### src/hw/rtl/fpcc_pkg.sv
// ----------------------------------------------------------------------------
// fpcc_pkg: shared types and constants for the framed packet CRC checker
// Holds the verdict codes, the byte kinds passed from front to back, the
// queue entry and configuration structs, and the byte-wide CRC-16 update.
// ----------------------------------------------------------------------------
package fpcc_pkg;

    // Verdict codes
    localparam logic [2:0] ST_VALID      = 3'd0;
    localparam logic [2:0] ST_BAD_START  = 3'd1;
    localparam logic [2:0] ST_BAD_ID     = 3'd2;
    localparam logic [2:0] ST_BAD_LENGTH = 3'd3;
    localparam logic [2:0] ST_BAD_END    = 3'd4;
    localparam logic [2:0] ST_BAD_CRC    = 3'd5;

    // Byte kinds decided by the front part
    localparam logic [2:0] KIND_CRC_FIRST = 3'd0;  // start byte: restart CRC
    localparam logic [2:0] KIND_CRC       = 3'd1;  // header or payload byte
    localparam logic [2:0] KIND_CRC_HIGH  = 3'd2;  // received CRC high byte
    localparam logic [2:0] KIND_CRC_LOW   = 3'd3;  // received CRC low byte
    localparam logic [2:0] KIND_END       = 3'd4;  // end byte: final verdict
    localparam logic [2:0] KIND_FAIL      = 3'd5;  // early failure verdict

    // Configuration register indexes
    localparam logic [2:0] CFG_START_BYTE = 3'd0;
    localparam logic [2:0] CFG_SENDER_ID  = 3'd1;
    localparam logic [2:0] CFG_END_BYTE   = 3'd2;
    localparam logic [2:0] CFG_MIN_LENGTH = 3'd3;
    localparam logic [2:0] CFG_MAX_LENGTH = 3'd4;

    // Framing and CRC constants
    localparam logic [8:0]  HEADER_BYTES  = 9'd4;
    localparam logic [8:0]  FRAME_BYTES   = 9'd7;   // header plus trailer
    localparam logic [8:0]  MAX_FRAME     = 9'd262;
    localparam logic [15:0] CRC_POLY      = 16'h1021;
    localparam logic [15:0] CRC_INIT      = 16'h0000;

    // Reset values of the configuration registers
    localparam logic [7:0] RST_START_BYTE = 8'd2;
    localparam logic [7:0] RST_SENDER_ID  = 8'd0;
    localparam logic [7:0] RST_END_BYTE   = 8'd3;
    localparam logic [8:0] RST_MIN_LENGTH = 9'd7;
    localparam logic [8:0] RST_MAX_LENGTH = 9'd262;

    // Default depth of the front-to-back queue
    localparam int QUEUE_DEPTH = 4;

    typedef struct packed {
        logic [7:0] start_byte;
        logic [7:0] sender_id;
        logic [7:0] end_byte;
        logic [8:0] min_length;
        logic [8:0] max_length;
    } cfg_t;

    typedef struct packed {
        logic [2:0] kind;
        logic [7:0] data;
        logic [2:0] status;
        logic [8:0] total;
    } entry_t;

    // CRC-16, polynomial 0x1021, MSB first, one byte per call
    function automatic logic [15:0] crc_update(input logic [15:0] crc,
                                               input logic [7:0]  b);
        logic [15:0] c;
        c = crc ^ {b, 8'h00};
        for (int k = 0; k < 8; k++) begin
            if (c[15]) begin
                c = {c[14:0], 1'b0} ^ CRC_POLY;
            end else begin
                c = {c[14:0], 1'b0};
            end
        end
        return c;
    endfunction

endpackage

### src/hw/rtl/fpcc_front.sv
// ----------------------------------------------------------------------------
// fpcc_front: byte classifier
// Tracks the position inside the packet, checks start byte, sender id and
// length, and hands each relevant byte to the queue tagged with its kind.
// ----------------------------------------------------------------------------
module fpcc_front (
    input  logic                 aclk,
    input  logic                 aresetn,
    input  fpcc_pkg::cfg_t       cfg,
    input  logic                 s_valid,
    output logic                 s_ready,
    input  logic [7:0]           s_data_byte,
    input  logic                 s_first_byte,
    input  logic                 q_full,
    output logic                 push,
    output fpcc_pkg::entry_t     push_entry
);

    logic [8:0] pos_reg, pos_next;
    logic [7:0] plen_reg, plen_next;
    logic       done_reg, done_next;

    logic       accept;
    logic       active;
    logic [8:0] eff_pos;
    logic [7:0] eff_plen;
    logic [8:0] payload_end;
    logic [8:0] frame_total;
    logic [8:0] len_total;

    assign s_ready = !q_full;
    assign accept  = s_valid && s_ready;

    // A first flag restarts the packet, otherwise bytes after a verdict drop
    assign active      = s_first_byte || !done_reg;
    assign eff_pos     = s_first_byte ? 9'd0 : pos_reg;
    assign eff_plen    = s_first_byte ? 8'd0 : plen_reg;
    assign payload_end = fpcc_pkg::HEADER_BYTES + {1'b0, eff_plen};
    assign frame_total = fpcc_pkg::FRAME_BYTES + {1'b0, eff_plen};
    assign len_total   = fpcc_pkg::FRAME_BYTES + {1'b0, s_data_byte};

    // Classify the byte at its position
    always_comb begin
        pos_next          = pos_reg;
        plen_next         = plen_reg;
        done_next         = done_reg;
        push              = 1'b0;
        push_entry.kind   = fpcc_pkg::KIND_CRC;
        push_entry.data   = s_data_byte;
        push_entry.status = fpcc_pkg::ST_VALID;
        push_entry.total  = frame_total;
        if (accept && active) begin
            push      = 1'b1;
            pos_next  = eff_pos + 9'd1;
            plen_next = eff_plen;
            done_next = 1'b0;
            case (eff_pos)
                9'd0: begin
                    push_entry.kind = fpcc_pkg::KIND_CRC_FIRST;
                    if (s_data_byte != cfg.start_byte) begin
                        push_entry.kind   = fpcc_pkg::KIND_FAIL;
                        push_entry.status = fpcc_pkg::ST_BAD_START;
                        done_next         = 1'b1;
                    end
                end
                9'd1: begin
                    if (s_data_byte != cfg.sender_id) begin
                        push_entry.kind   = fpcc_pkg::KIND_FAIL;
                        push_entry.status = fpcc_pkg::ST_BAD_ID;
                        done_next         = 1'b1;
                    end
                end
                9'd2: begin
                    push_entry.kind = fpcc_pkg::KIND_CRC;
                end
                9'd3: begin
                    plen_next        = s_data_byte;
                    push_entry.total = len_total;
                    if (len_total < cfg.min_length || len_total > cfg.max_length) begin
                        push_entry.kind   = fpcc_pkg::KIND_FAIL;
                        push_entry.status = fpcc_pkg::ST_BAD_LENGTH;
                        done_next         = 1'b1;
                    end
                end
                default: begin
                    if (eff_pos < payload_end) begin
                        push_entry.kind = fpcc_pkg::KIND_CRC;
                    end else if (eff_pos == payload_end) begin
                        push_entry.kind = fpcc_pkg::KIND_CRC_HIGH;
                    end else if (eff_pos == payload_end + 9'd1) begin
                        push_entry.kind = fpcc_pkg::KIND_CRC_LOW;
                    end else begin
                        push_entry.kind = fpcc_pkg::KIND_END;
                        done_next       = 1'b1;
                    end
                end
            endcase
        end
    end

    // Hold packet tracking state
    always_ff @(posedge aclk) begin
        if (!aresetn) begin
            pos_reg  <= '0;
            plen_reg <= '0;
            done_reg <= 1'b1;
        end else begin
            pos_reg  <= pos_next;
            plen_reg <= plen_next;
            done_reg <= done_next;
        end
    end

endmodule

### config.mk
export PLATFORM = sky130hd
export DESIGN_NAME = fpcc_front
export DESIGN_NICKNAME = d
export VERILOG_FILES = /design/src/hw/rtl/fpcc_pkg.sv /design/src/hw/rtl/fpcc_front.sv
export SDC_FILE = /design/constraint.sdc
export NUM_CORES = 1
export LEC_CHECK = 0
export BUFFER_PORTS_ARGS = -buffer_cell sky130_fd_sc_hd__buf_2
export CAP_MARGIN = 10
export CORE_MARGIN = 2
export CORE_UTILIZATION = 30
export CTS_CLUSTER_SIZE = 12
export DETAILED_ROUTE_END_ITERATION = 7
export HOLD_SLACK_MARGIN = 0.02
export PLACE_DENSITY = 0.48
export REMOVE_ABC_BUFFERS = 1
export SYNTH_ARGS = -nofsm -noshare
export SYNTH_HDL_FRONTEND = slang
export SYNTH_SLANG_ARGS = --single-unit
### constraint.sdc
create_clock -name aclk -period 5.45 [get_ports aclk]
set_input_delay 1.3625 -clock aclk [delete_from_list [all_inputs] [get_ports aclk]]
set_output_delay 1.3625 -clock aclk [all_outputs]
set_load 0.01 [all_outputs]
# Yosys cells after proc, flatten, opt, wreduce, memory -nomap -nowiden
# Index checks and enable logic that the tools add are counted.
[classes]
add_sub_neg = 5
mul = 0
n_div = 0
order_cmp = 3
eq_ne = 7
shifts = 0
n_mux = 25
bitwise = 0
n_reduce_logical = 7
[ops]
columns = ["operator", "n"]
rows = [
  ["$add 3x8->9 const A", 3],
  ["$mux 3", 7],
  ["$add 9x1->9 const B", 2],
  ["$eq 9x2->1 const B", 2],
  ["$eq 9x9->1", 2],
  ["$lt 9x9->1", 2],
  ["$mux 9", 2],
  ["$mux 8", 2],
  ["$ne 8x8->1", 2],
  ["$mux 12", 1],
  ["$pmux 3 s4", 1],
  ["$eq 9x1->1 const B", 1],
  ["$gt 9x9->1", 1],
  ["$logic_not 9->1", 1],
  ["$pmux 3 s3", 1],
  ["$mux 1", 8],
  ["$mux 2", 2],
  ["$pmux 1 s4", 1],
  ["$logic_and 1x1->1", 2],
  ["$logic_not 1->1", 2],
  ["$logic_or 1x1->1", 2],
]
[totals]
register_bits = 18
latchBits = 0
ram_bits = 0
romBits = 0
inputBits = 55
output_inout_bits = 25
wordCells = 50
memories = 0

# Depth between registers and ports, before layout
[logic_depth]
depth_word = 9
depth_mapped = 14
depth_no_buf = 13

# Worst setup path after synthesis
# No wires, ideal clock.
[synth_timing]
path_kind = "input port to output port"
from = "in s_first_byte"
to = "out push_entry[20] in the netlist's numbering"
arrival_ns = 3.921
required_ns = 4.088
setup_slack_ns = 0.166
cell_stages = 13
n_path_buf = 2
path_cell_list = "buf_2 clkbuf_8 nor2_1 ha_1 nand3_1 a21oi_1 ha_1 o2111ai_1 a21oi_1 a211oi_1 or3_1 a41oi_1 nor3_1"
[synth_rtl]
columns = ["element", "line", "text"]
rows = [
  ["from (decl)", "fpcc_front.sv:13", "input logic s_first_byte,"],
  ["to (decl)", "fpcc_front.sv:16", "output fpcc_pkg::entry_t push_entry"],
]

==> flow_metrics.tcl <==
set metrics [dict create \
    pre_cts_slack_ns 0.0630 \
    syn_to_final_growth_pct 21.2 \
    die_area_sq_um 10200 \
    io_buffers 70 \
    antenna_left 0 \
    whs_endpoint "pos_reg[1]$_SDFFE_PN0P_" \
    worstHoldPathType "flip-flop to flip-flop" \
    tightest_slew_ns 0.659 \
    diodes 0 \
    clock_sinks 18 \
    power.density_nw_per_um2 103 \
    num-fill-cells 1001 \
    rsz0062_at_grt "no" \
    drt_iter0_drc 85 \
    dp.cells 553 \
    synthCells 372 \
    synth-edff-count 0 \
    fin_crit_sh_pct 96.7 \
    fp-row-count 35 \
    start_util_pct 30.7 \
    dr.pass1.iters 4 \
    drv_cap 0 \
    r2r_setup_slack_ns 2.74 \
    clkTransAtPathRegs_ns 0.07 \
    grt_max_degree 33 \
    netlist_area_sq_um 2810 \
    core_sq_um 9150 \
    cts_root_buf "clkbuf_8" \
    fin_cells 556 \
    drc 0 \
    yosysUniqueCellTypes 57 \
    largest_reg_flops 9 \
    fin_crit_ns 5.27 \
    cts_buffers 3 \
    outcome "completed" \
    nets 538 \
    cp.required_ns 4.09 \
    ys.flop_type "dfxtp_1" \
    reg2reg_from "plen_reg[2]$_SDFFE_PN0P_" \
    setup_viol_count_final 0 \
    synth-async-reset-ratio_pct 0 \
    die_y_um 101 \
    wl_per_cell_um 14.3 \
    ios 80 \
    tritoncts "done" \
    drv_slew 0 \
    drt-total-wl_um 7930 \
    clock_path_buffers 2 \
    fp.dieW_um 101 \
    grt_pass1_wl_um 13000 \
    vias 2737 \
    ir_drop_mv 0.0766 \
    hold_viol 0 \
    p_total_uw 351 \
    overflow 0 \
    hp-start "pos_reg[1]$_SDFFE_PN0P_" \
    cp-end-kind "output port" \
    grt_antenna_before_repair 0 \
    fin_ws_ns 0.181 \
    hold_slack_ns 0.474 \
    fmax_ghz 0.190 \
    hold_depth 2 \
    yosys_warnings 0 \
    vias_per_cell 4.92 \
    postCtsSetupRepairBufs 0 \
    cp_max_fo 4 \
    worst-setup-path-type "input port to output port" \
    worstReg2RegEnd "done_reg$_SDFFE_PN1P_" \
    ys_seq_area_share_pct 12.8 \
    syn_area_per_cell_sq_um 7.55 \
    gp_congestion 0.838 \
    clock_latency_ns 0.26 \
    cellLeakagePower_uw 0.00157 \
    reg2reg_depth 11 \
    skew_ns 0.00277 \
    cts-htree-levels 1 \
    maxSlewHeadroom_pct 55.8 \
    synth_seq_cells 18 \
    setup_tns_ns 0 \
    grt_pass1_vias 2585 \
    startpoint_type "input port" \
    dp_hpwl_um 6660 \
    arrival_ns 3.91 \
    layout-drive-gt1-share_pct 25.6 \
    track_usage_pct 16.2 \
]
## per-stage QoR
stage / area [sq um] / utilization (%)
final: 3400 / 37.2
after global routing: 3400 / 37.2
after CTS: 3370 / 36.8
after detailed placement: 3330 / 36.4
after global placement: 3330 / 36.4
after floorplan: 2640 / -
## logic make-up after synthesis
| group | count (synthesis) | synth area share [%] |
|---|---|---|
| XOR/XNOR | 45 | 15.5 |
| AO/OA/AOI/OAI | 73 | 17.4 |
| buffers and inverters | 59 | 10.6 |
| AND/OR/NAND/NOR | 136 | 25.6 |
| multiplexers | 4 | 1.87 |
| other | 1 | 0.134 |
| flip-flops | 18 | 12.8 |
| adder cells (fa/ha/maj) | 36 | 16.0 |
## cells in the mapped netlist, types with 3 or more instances
cell | number | area (sq um)
a21boi_0 | 6 | 45.0
a21oi_1 | 12 | 60.1
a22oi_1 | 8 | 60.1
and2_1 | 4 | 25.0
buf_2 | 4 | 20.0
buf_4 | 9 | 67.6
clkbuf_1 | 10 | 37.5
dfxtp_1 | 18 | 360
ha_1 | 36 | 450
inv_1 | 34 | 128
mux2i_1 | 3 | 30.0
nand2_1 | 34 | 128
nand2b_1 | 3 | 18.8
nand3_1 | 8 | 40.0
nand4_1 | 9 | 56.3
nor2_1 | 25 | 93.8
nor2b_1 | 22 | 138
nor3_1 | 11 | 55.1
nor4_1 | 7 | 43.8
o211ai_1 | 4 | 30.0
o21a_1 | 3 | 22.5
o21ai_0 | 18 | 90.1
o31ai_1 | 3 | 22.5
xnor2_1 | 14 | 123
xor2_1 | 28 | 245
## cells in the final DEF (no fill, tap or decap), types with 7 or more instances in the layout
master and instances:
dfxtp_1 18, xor2_1 28, a21oi_1 12, nor2_1 25, nor4_1 7, nor2b_1 21
o21ai_0 16, ha_1 35, xnor2_1 14, a22oi_1 8, nand3_1 7, buf_4 24
nor3_1 11, inv_1 34, nand2_1 34, buf_2 70, nand4_1 9
## how the worst max path moves through the flow
stage | startpoint | endpoint | slack (ns) | cells after the start
2_1_floorplan | s_first_byte | push_entry[20] | 0.39 | 11
3_3_place_gp | s_data_byte[2] | push_entry[22] | 0.09 | 12
3_5_place_dp | s_data_byte[0] | push_entry[22] | 0.06 | 14
4_1_cts | s_data_byte[0] | push_entry[22] | 0.05 | 14
5_1_grt | s_data_byte[0] | push_entry[22] | 0.005 | 15
6_report | s_first_byte | push_entry[20] | 0.18 | 13
## layout make-up
cell class,instances,area [sq um],area share [%]
timing repair buffer,95,551,16.2
sequential,18,360,10.6
multi-input combinational,295,2190,64.2
tap,111,139,4.08
clock buffer,3,41.3,1.21
inverter,34,128,3.75
## metal layers
layer	GRT usage [%]	up-vias	wire, um
li1	-	1438	-
met1	22.4	1247	3940
met2	27.0	43	3640
met3	1.46	9	222
met4	4.32	0	129
met5	0	-	0
## worst max-delay path, cell delays in order
cell,delay [ns]
buf_2,0.14
nor2_1,0.15
ha_2,0.22
nand3_2,0.12
or3_1,0.34
ha_1,0.34
o2111ai_1,0.12
a21oi_1,0.19
a211oi_2,0.08
or3_1,0.41
a41oi_1,0.17
nor3_1,0.09
buf_2,0.16
## power by group
part	leakage (uW)	internal, uW	switching (uW)
logic	0.00141	54.3	65.1
clock network	0.0000216	49.3	49.2
registers	0.000145	132	0.447
## what timing repair did
| item | CTS | global route |
|---|---|---|
| resized for setup | 0 | 10 |
| setup endpoints to repair | 0 | 3 |
| hold buffers | 0 | 0 |
Note: power is estimated with default switching activity, not from simulation.
